[config.mk]
export PLATFORM = sky130hd
export DESIGN_NAME = rotation_invariant_lbp_code
export DESIGN_NICKNAME = d
export VERILOG_FILES = /design/src/rtl/core/rilbp_pkg.sv /design/src/rtl/core/rotation_invariant_lbp_code.sv /design/src/rtl/core/rilbp_diag_lane.sv /design/src/rtl/core/rilbp_merge.sv
export SDC_FILE = /design/constraint.sdc
export NUM_CORES = 1
export LEC_CHECK = 0
export BUFFER_PORTS_ARGS = -buffer_cell sky130_fd_sc_hd__buf_2
export CAP_MARGIN = 20
export CORE_MARGIN = 4
export CORE_UTILIZATION = 51
export DETAILED_ROUTE_END_ITERATION = 7
export PLACE_DENSITY_LB_ADDON = 0.15
export SYNTH_ARGS = -nofsm -noshare
export SYNTH_HDL_FRONTEND = slang
export SYNTH_SLANG_ARGS = --single-unit
export TNS_END_PERCENT = 10
[constraint.sdc]
create_clock -name i_clk -period 6.6 [get_ports i_clk]
set_input_delay 0.33 -clock i_clk [delete_from_list [all_inputs] [get_ports i_clk]]
set_output_delay 0.33 -clock i_clk [all_outputs]
set_load 0.02 [all_outputs]
[src/rtl/core/rilbp_pkg.sv]
// Package for the rotation-invariant LBP code block.
// Window and result item types and the interpolation weights; no dependencies.
`timescale 1ns / 1ps

package rilbp_pkg;

    localparam int unsigned PIX_W    = 8;
    localparam int unsigned NUM_SAMP = 8;
    localparam int unsigned SAMP_W   = 20;
    localparam int unsigned TRANS_W  = 3;

    // Q0.12 bilinear weights for the diagonal samples at radius 1
    localparam logic [SAMP_W-1:0] W_CORNER = 20'd2048;
    localparam logic [SAMP_W-1:0] W_AXIAL  = 20'd848;
    localparam logic [SAMP_W-1:0] W_CENTER = 20'd352;
    localparam logic [SAMP_W-1:0] ONE_Q12  = 20'd4096;

    // Largest transition count still taken as uniform
    localparam logic [TRANS_W-1:0] MAX_UNIFORM_TRANS = 3'd2;

    typedef logic [PIX_W-1:0]    t_pix;
    typedef logic [NUM_SAMP-1:0] t_pattern;

    typedef struct packed {
        t_pix up_left;
        t_pix up;
        t_pix up_right;
        t_pix left;
        t_pix center_pixel;
        t_pix right;
        t_pix down_left;
        t_pix down;
        t_pix down_right;
    } t_win;

    typedef struct packed {
        logic [PIX_W-1:0]   pattern_code;
        logic [TRANS_W-1:0] transitions;
    } t_code;

endpackage

[src/rtl/core/rotation_invariant_lbp_code.sv]
// Rotation-invariant LBP code, 8 samples at radius 1 (top level).
// Uses rilbp_pkg, rilbp_diag_lane and rilbp_merge.
//
// Usage:
//   Input channel i_valid/o_ready carries one 3x3 window (i_win) per item.
//   Output channel o_valid/i_ready carries pattern_code and transitions.
//   i_cfg_we writes i_cfg_wdata into uniform_only; when set, items whose
//   pattern has more than two transitions produce no output item.
// Timing:
//   An item passes the pattern and then the output register. One item per
//   cycle is accepted when the output is not stalled: the compare pattern
//   register and the merge output register each hold one item.
//   The 8 sample compares run in parallel lanes in the first stage; the
//   rotation max tree and transition count run in the second.
// Reset:
//   Synchronous, active low: both stages empty, uniform_only cleared.
// Stall:
//   When i_ready is low the output item holds; the pipeline fills and
//   o_ready drops after two items are held.
`timescale 1ns / 1ps

module rotation_invariant_lbp_code
    import rilbp_pkg::*;
(
    input  logic  i_clk,
    input  logic  i_rst_n,
    input  logic  i_cfg_we,
    input  logic  i_cfg_wdata,
    input  logic  i_valid,
    output logic  o_ready,
    input  t_win  i_win,
    output logic  o_valid,
    input  logic  i_ready,
    output t_code o_code
);

    logic     r_uniform_only;
    logic     r_pat_vld;
    logic     n_pat_vld;
    t_pattern r_pat;
    t_pattern n_pat;
    t_pattern bits;
    logic     merge_ready;

    always_ff @(posedge i_clk) begin
        if (!i_rst_n) begin
            r_uniform_only <= 1'b0;
        end else if (i_cfg_we) begin
            r_uniform_only <= i_cfg_wdata;
        end
    end

    // Axial samples are the neighbor pixels
    assign bits[0] = i_win.right > i_win.center_pixel;
    assign bits[2] = i_win.up    > i_win.center_pixel;
    assign bits[4] = i_win.left  > i_win.center_pixel;
    assign bits[6] = i_win.down  > i_win.center_pixel;

    rilbp_diag_lane u_lane_ur (
        .i_corner (i_win.up_right),
        .i_side_a (i_win.up),
        .i_side_b (i_win.right),
        .i_center (i_win.center_pixel),
        .o_gt     (bits[1])
    );

    rilbp_diag_lane u_lane_ul (
        .i_corner (i_win.up_left),
        .i_side_a (i_win.up),
        .i_side_b (i_win.left),
        .i_center (i_win.center_pixel),
        .o_gt     (bits[3])
    );

    rilbp_diag_lane u_lane_dl (
        .i_corner (i_win.down_left),
        .i_side_a (i_win.left),
        .i_side_b (i_win.down),
        .i_center (i_win.center_pixel),
        .o_gt     (bits[5])
    );

    rilbp_diag_lane u_lane_dr (
        .i_corner (i_win.down_right),
        .i_side_a (i_win.down),
        .i_side_b (i_win.right),
        .i_center (i_win.center_pixel),
        .o_gt     (bits[7])
    );

    assign o_ready = !r_pat_vld || merge_ready;

    always_comb begin
        n_pat_vld = r_pat_vld;
        n_pat     = r_pat;
        if (o_ready) begin
            n_pat_vld = i_valid;
            n_pat     = bits;
        end
    end

    always_ff @(posedge i_clk) begin
        if (!i_rst_n) begin
            r_pat_vld <= 1'b0;
        end else begin
            r_pat_vld <= n_pat_vld;
        end
    end

    always_ff @(posedge i_clk) begin
        r_pat <= n_pat;
    end

    rilbp_merge u_merge (
        .i_clk          (i_clk),
        .i_rst_n        (i_rst_n),
        .i_uniform_only (r_uniform_only),
        .i_valid        (r_pat_vld),
        .o_ready        (merge_ready),
        .i_pat          (r_pat),
        .o_valid        (o_valid),
        .i_ready        (i_ready),
        .o_item         (o_code)
    );

endmodule

[src/rtl/core/rilbp_diag_lane.sv]
// One diagonal sample lane: bilinear Q0.12 sample compared against the center.
// Depends on rilbp_pkg.
`timescale 1ns / 1ps

module rilbp_diag_lane
    import rilbp_pkg::*;
(
    input  t_pix i_corner,
    input  t_pix i_side_a,
    input  t_pix i_side_b,
    input  t_pix i_center,
    output logic o_gt
);

    logic [SAMP_W-1:0] sample;
    logic [SAMP_W-1:0] ref_val;

    // Sum of weights is 4096, max sample 1044480 fits in 20 bits
    assign sample  = W_CORNER * SAMP_W'(i_corner)
                   + W_AXIAL  * (SAMP_W'(i_side_a) + SAMP_W'(i_side_b))
                   + W_CENTER * SAMP_W'(i_center);
    assign ref_val = ONE_Q12 * SAMP_W'(i_center);
    assign o_gt    = (sample > ref_val);

endmodule

[src/rtl/core/rilbp_merge.sv]
// Merge stage: rotation maximum, transition count, uniform filter, output register.
// Depends on rilbp_pkg.
`timescale 1ns / 1ps

module rilbp_merge
    import rilbp_pkg::*;
(
    input  logic     i_clk,
    input  logic     i_rst_n,
    input  logic     i_uniform_only,
    input  logic     i_valid,
    output logic     o_ready,
    input  t_pattern i_pat,
    output logic     o_valid,
    input  logic     i_ready,
    output t_code    o_item
);

    logic                 r_vld;
    logic                 n_vld;
    t_code                r_item;
    t_code                n_item;
    logic [PIX_W-1:0]     rot   [NUM_SAMP];
    logic [PIX_W-1:0]     lvl1  [4];
    logic [PIX_W-1:0]     lvl2  [2];
    logic [PIX_W-1:0]     best;
    logic [NUM_SAMP-2:0]  diffs;
    logic [TRANS_W-1:0]   trans;
    logic                 drop;

    always_comb begin
        for (int i = 0; i < NUM_SAMP; i++) begin
            rot[i] = (i_pat << i) | (i_pat >> ((NUM_SAMP - i) % NUM_SAMP));
        end
        for (int i = 0; i < 4; i++) begin
            lvl1[i] = (rot[2*i] > rot[2*i+1]) ? rot[2*i] : rot[2*i+1];
        end
        for (int i = 0; i < 2; i++) begin
            lvl2[i] = (lvl1[2*i] > lvl1[2*i+1]) ? lvl1[2*i] : lvl1[2*i+1];
        end
        best = (lvl2[0] > lvl2[1]) ? lvl2[0] : lvl2[1];
    end

    assign diffs = i_pat[NUM_SAMP-1:1] ^ i_pat[NUM_SAMP-2:0];
    assign trans = TRANS_W'($countones(diffs));
    assign drop  = i_uniform_only && (trans > MAX_UNIFORM_TRANS);

    assign o_ready = !r_vld || i_ready;

    always_comb begin
        n_vld  = r_vld;
        n_item = r_item;
        if (o_ready) begin
            n_vld               = i_valid && !drop;
            n_item.pattern_code = best;
            n_item.transitions  = trans;
        end
    end

    always_ff @(posedge i_clk) begin
        if (!i_rst_n) begin
            r_vld <= 1'b0;
        end else begin
            r_vld <= n_vld;
        end
    end

    always_ff @(posedge i_clk) begin
        r_item <= n_item;
    end

    assign o_valid = r_vld;
    assign o_item  = r_item;

`ifndef ASSERT_OFF
    a_code_msb: assert property (@(posedge i_clk) disable iff (!i_rst_n)
        (r_vld && r_item.pattern_code != '0) |-> r_item.pattern_code[PIX_W-1])
        else $error("nonzero code lacks top bit");

    a_flat_trans: assert property (@(posedge i_clk) disable iff (!i_rst_n)
        (r_vld && (r_item.pattern_code == '0 || r_item.pattern_code == '1))
        |-> r_item.transitions == '0)
        else $error("flat pattern with transitions");

    a_emit: assert property (@(posedge i_clk) disable iff (!i_rst_n)
        (i_valid && o_ready && !drop) |=> r_vld)
        else $error("kept item not emitted");
`endif

endmodule

* Word-level counts from Yosys, hierarchy flattened
Index checks and enable logic that the tools add are counted.
** Storage, ports and cells
- Memories :: 0
- Output and inout bits :: 13
- Bits in writable memories :: 0
- Logic and storage cells :: 68
- Bits in latches :: 0
- Bits in registers :: 22
- Bits in read-only memories :: 0
- Input port bits :: 78
** Operators by class
- Multiply operators :: 5
- Reduce and logical (&&, ||, !) cells :: 7
- Multiplexer cells :: 7
- Divide/modulo/power cells :: 0
- Equality and inequality tests :: 0
- Bitwise operators :: 9
- Add/subtract/negate cells :: 18
- Shift-type cells :: 0
- $lt $le $gt $ge :: 16
** Operators by type and width (number)
- $gt A8 B8 Y1 :: 11
- $add A19 B20 Y20 :: 4
- $add A20 B17 Y20 :: 4
- $gt A20 B20 Y1 :: 4
- $mul A6 B20 Y16 const A :: 4
- $mux W8 :: 7
- $add A8 B8 Y9 :: 4
- $mul A4 B8 Y12 const A :: 1
- $or A8 B1 Y8 :: 1
- $or A8 B2 Y8 :: 1
- $or A8 B3 Y8 :: 1
- $or A8 B4 Y8 :: 1
- $or A8 B5 Y8 :: 1
- $or A8 B6 Y8 :: 1
- $or A8 B7 Y8 :: 1
- $or A8 B8 Y8 :: 1
- $xor A7 B7 Y7 :: 1
- $add A1 B1 Y2 :: 3
- $add A2 B1 Y3 :: 1
- $add A2 B2 Y3 :: 1
- $add A3 B3 Y3 :: 1
- $gt A3 B2 Y1 const B :: 1
- $logic_not A1 Y1 :: 3
- $logic_and A1 B1 Y1 :: 2
- $logic_or A1 B1 Y1 :: 2

* Depth between registers and ports, before layout
- Depth in word-level cells :: 8
- Gate-level depth with buffers :: 35
- Depth with buffers taken out :: 35

* Modules after synthesis
A second synthesis with hierarchy kept.
** Unflattened totals
- Cell total of the unflattened synthesis :: 1992
- Area, all modules :: 16356.9 sq um
** By module, submodules not included
- rilbp_diag_lane at u_lane_dl ... :: seq. area each 0.0 sq um, cells each 404, area an instance 3275.6 sq um, times used 2
- rilbp_diag_lane at u_lane_ul :: seq. area each 0.0 sq um, cells each 403, area an instance 3274.4 sq um, times used 1
- rilbp_diag_lane at u_lane_ur :: seq. area each 0.0 sq um, cells each 398, area an instance 3230.6 sq um, times used 1
- rilbp_merge :: seq. area each 350.3 sq um, cells each 281, area an instance 2224.6 sq um, times used 1
- rotation_invariant_lbp_code :: seq. area each 280.3 sq um, cells each 102, area an instance 1076.0 sq um, times used 1

* Least setup slack after synthesis
OpenSTA, ideal clock, no wires.
- Path type :: input to register
- Start :: input i_win[8] (netlist bit)
- End :: register r_pat[5], data pin
- Slack :: -0.621 ns
- Setup time :: 0.265 ns
- Data required time :: 6.335 ns
- Buffers on the path :: 0
- Arrival time :: 6.956 ns
- Stages :: 32
- Cells stage by stage :: ha_1 > fa_1 > a21o_1 > a21oi_1 > o21bai_1 > a21oi_1 > xnor2_1 > ha_1 > inv_1 > fa_1 > fa_1 > inv_1 > ha_1 > a21o_1 > a21oi_1 > o21bai_1 > a2111oi_0 > nor2_1 > xnor2_1 > fa_1 > inv_1 > ha_1 > a21o_1 > nand2_1 > nand2_1 > a21oi_1 > o21ai_0 > xor2_1 > ha_1 > nand4_1 > nor4_1 > a31oi_1
** On the way
- Word-level cells in the longest chain between the ends :: 5
** RTL lines
- from (decl) :: line rotation_invariant_lbp_code.sv:31 : input t_win i_win,
- $add A8 B8 Y9 :: line rilbp_diag_lane.sv:20 : + W_AXIAL * (SAMP_W'(i_side_a) + SAMP_W'(i_side_b))
- $mul A6 B20 Y16 :: line rilbp_diag_lane.sv:20
- $add A19 B20 Y20 :: line rilbp_diag_lane.sv:20
- $add A20 B17 Y20 :: line rilbp_diag_lane.sv:21 : + W_CENTER * SAMP_W'(i_center);
- $gt A20 B20 Y1 :: line rilbp_diag_lane.sv:23 : assign o_gt = (sample > ref_val);
- via bits[5] :: line rotation_invariant_lbp_code.sv:42 : t_pattern bits;
- to (signal assigned) :: line rotation_invariant_lbp_code.sv:111 : r_pat <= n_pat;
- to (decl) :: line rotation_invariant_lbp_code.sv:40 : t_pattern r_pat;
The timed path passes the listed nets, and every way through them passes these cells.
A chain may end at the register's enable or synchronous reset.

* Worst setup path in the final report
- Start :: input i_win[40] (netlist bit)
- End :: register r_pat[5], data pin
Same word-level chain as after synthesis.

==> implementation parameters <==
Parameter                              Value

Outcome
  Result of the run ... finished with violations
  Violated checks ... setup timing

Synth
  Sequential share of the synthesized area ... 0.0475
  Number of enable flip-flop cells after synthesis ... 19
  Summed instance area of the synthesized netlist ... 13300 um^2
  Synth warn ... 0
  Gate count of the mapped netlist ... 1555
  Async SR Flop Fraction ... 0
  Synth cell types ... 64
  Post-synth top flop ... edfxtp_1
  Post-Syn Area per Cell ... between 8 and 9 um^2
  Number of storage elements in the synthesis netlist ... 22
  Syn_nets ... 2092

Clock network
  Number of levels in the clock H-tree ... 1
  Root Driver ... clkbuf_16
  Clock slew seen by the registers of the worst setup and hold paths ... roughly 0.070 ns
  CTS tree ... done
  Post-CTS Hold Buffers ... 0
  Number of buffers added by the clock tree synthesis step ... 3
  Clock latency reported for the late side of the worst-skew pair ... between 0.2 and 0.3 ns
  Buffer depth of the longest clock path ... 2
  Clock sink total ... 22

Detailed routing
  Count of vias placed by the detailed router ... 12100
  Number of iterations in the first detailed-routing pass ... 4
  Antenna-violating nets left ... 0
  Vias per inst ... 5.50
  Average wire per cell in the routed design ... 16.4 um
  Initial detailed-routing violation count ... 604
  # DRC ... 0
  Total wire length ... 36000 um

Timing
  Unrepaired setup endpoints after global routing ... yes
  Max Freq ... 147 MHz
  Slew at the pin closest to its max-slew limit ... 0.868 ns
  Total of endpoints with negative setup slack in the final report ... 4
  Final Worst Setup Slack ... -0.222 ns
  Minimum clock period ... 6.82 ns
  Worst slew slack as a fraction of its limit ... 0.417
  Final Cycle Share ... 1.03
  Final Max Tran Viols ... 0
  Setup Total Neg Slack ... -0.660 ns
  Worst setup skew after layout ... 0.00169 ns
  Endpoints failing hold ... 0

Global route
  Aggregate global routing overflow ... 0
  Wire length of the first global-routing pass ... slightly below 60000 um
  Global-route usage over all layers ... 0.246
  Via count of the first global-routing pass ... 12200
  Largest net degree at the start of global routing ... 19
  Number of antenna violations at the first check in global routing ... 0

Floorplan
  Number of I/O pins ... 91
  Row cnt ... between 50 and 60
  Die H ... approximately 170 um
  Core Region ... 25400 um^2
  Floorplan die area ... 28700 um^2
  Die Wd ... 169 um
  Starting utilization of the core area ... 0.523

Critical path
  Setup Crit Path Kind ... input pin to flop
  Kind of start point of the critical path ... input pin
  Maximum net fanout on the critical path ... 4
  Kind of cell adding the most delay to the critical path ... adder cells
  Endpoint class of the critical path ... flop
  Critical path required time ... 6.60 ns
  Arr. time, crit path ... slightly below 7 ns
  Buf/Inv on CP ... 7
  Critical Path Slowest Stage Cell ... fa_1
  Critical path's largest stage delay ... just over 0.5 ns

Flow run
  Max Cap Viol ... 0

Layout
  Number of fill cells in the layout ... 2164
  Count of antenna diodes in the layout ... 0
  Layout-stage area growth over the synthesis result ... 24.4%
  Share of cells above drive strength 1 ... 0.234
  Count of nets after finishing ... 2403

Place
  Count of buffers inserted at the top-level ports ... 90
  Weighted congestion at the end of routability-driven global placement ... 0.893
  Detail Placement HPWL ... 31100 um

Worst hold path
  Worst hold path class ... input pin to flop
## what timing repair did
action,in CTS,in global routing
pin swaps,41,50
setup buffers,5,6
resized for setup,15,56
endpoints found under the setup margin,4,12
## area by class of cell
| cell class | instances | area [um^2] | share of cell area |
|---|---|---|---|
| inverters | 260 | 976 | 0.0591 |
| clock inverters | 1 | 30.0 | 0.00182 |
| multi-input cells | 1266 | 12300 | 0.742 |
| clock buffers | 3 | 75.1 | 0.00454 |
| flip-flops and latches | 22 | 631 | 0.0382 |
| repair buffers | 313 | 2140 | 0.130 |
| well taps | 330 | 413 | 0.0250 |
## metrics by stage
| stage | std cells | worst slack (ns) | hold WS, ns | area (um^2) | util |
|---|---|---|---|---|---|
| 6_report | 2195 | -0.222 | 0.308 | 16500 | 0.651 |
| 5_1_grt | 2195 | -0.517 | 0.322 | 16500 | 0.651 |
| 4_1_cts | 2189 | -0.271 | 0.310 | 16200 | 0.638 |
| 3_5_place_dp | 2180 | -0.755 | 0.478 | 16000 | 0.630 |
| 3_3_place_gp | 2180 | -0.618 | 0.471 | 16000 | 0.630 |
| 2_1_floorplan | 1555 | -0.0372 | 0.457 | 13600 | - |
## cell families (layout without fill, tap and decap cells)
family | after synthesis | count (layout) | synth area share
mux | 44 | 44 | 0.0332
buf+inv | 267 | 577 | 0.0755
xor+xnor | 109 | 109 | 0.0730
flops | 22 | 22 | 0.0475
fa+ha+maj | 459 | 459 | 0.480
simple gates | 302 | 302 | 0.115
compound gates | 352 | 352 | 0.176
## routing by layer
layer | part of all wire | global-route usage | up-vias
met5 | 0 | 0 | -
met4 | 0.027 | 0.0651 | 0
met3 | 0.042 | 0.0198 | 53
met2 | 0.46 | 0.418 | 242
met1 | 0.47 | 0.337 | 5684
li1 | - | - | 6095
## Yosys cell counts, types with 3 or more instances
library cell / n / area, um^2
xor2_1: 42 / 368
a41oi_1: 6 / 52.6
nand4_1: 13 / 81.3
mux2i_1: 44 / 440
or2_2: 4 / 25.0
nand2b_1: 26 / 163
nor3_1: 21 / 105
inv_1: 260 / 976
o21ai_0: 58 / 290
or3_1: 4 / 25.0
and2_1: 3 / 18.8
xnor2_1: 66 / 578
nor4_1: 7 / 43.8
o21bai_1: 18 / 135
a21boi_0: 6 / 45.0
clkbuf_1: 5 / 18.8
o31ai_1: 5 / 37.5
a31oi_1: 15 / 93.8
a21o_1: 44 / 330
a221o_1: 11 / 110
o21a_1: 24 / 180
a211oi_1: 13 / 97.6
o21ai_2: 3 / 26.3
a21oi_1: 108 / 541
fa_1: 84 / 1680
o311ai_0: 3 / 26.3
ha_1: 375 / 4690
edfxtp_1: 19 / 571
nand2_1: 72 / 270
nor2_1: 70 / 263
and3_1: 7 / 43.8
o31a_1: 5 / 43.8
nand4b_1: 4 / 35.0
dfxtp_1: 3 / 60.1
nor4b_1: 4 / 35.0
a211o_1: 5 / 43.8
o211ai_1: 5 / 37.5
nand3_1: 24 / 120
o22ai_1: 5 / 31.3
nor2b_1: 31 / 194
## worst register-to-register path: cells and delay by family (launching register included)
family | cells | cell delay [ns]
AND/OR/NAND/NOR | 7 | 1.49
buffers and inverters | 2 | 0.42
adder cells (fa/ha/maj) | 3 | 0.97
multiplexers | 1 | 0.41
AO/OA/AOI/OAI | 10 | 1.99
flip-flops | 1 | 0.65
## state kept, by name (all words and copies together) (netlist names)
name,flops
u_merge.o_item,11
r_pat,8
r_pat_vld,1
r_uniform_only,1
u_merge.o_valid,1
## worst paths after layout
| check | from | end | slack (ns) | depth (start not counted) |
|---|---|---|---|---|
| setup / recovery | i_win[40] | r_pat[5] | -0.22 | 32 |
| hold / removal | i_rst_n | r_uniform_only | 0.31 | 2 |
| setup reg to reg | r_pat[1] | u_merge.o_item[9] | 0.44 | 23 |
| hold reg to reg | r_pat_vld | u_merge.o_valid | 0.49 | 2 |
## placed cells by master (no fill, tap or decap), types with 19 or more instances in the layout
cell	n
mux2i_1	44
a21oi_2	21
o21a_1	24
buf_4	221
inv_1	251
nand3_1	24
nand2b_1	26
fa_1	79
a21o_1	44
nor2b_1	30
buf_2	88
nor3_1	21
xnor2_1	55
a21oi_1	87
o21ai_0	43
nand2_1	72
nor2_1	67
xor2_1	41
ha_1	354
edfxtp_1	19
Power is left out: the tool's default activity adds up to more than one toggle a clock period on the data nets, which glitch-free logic cannot reach.
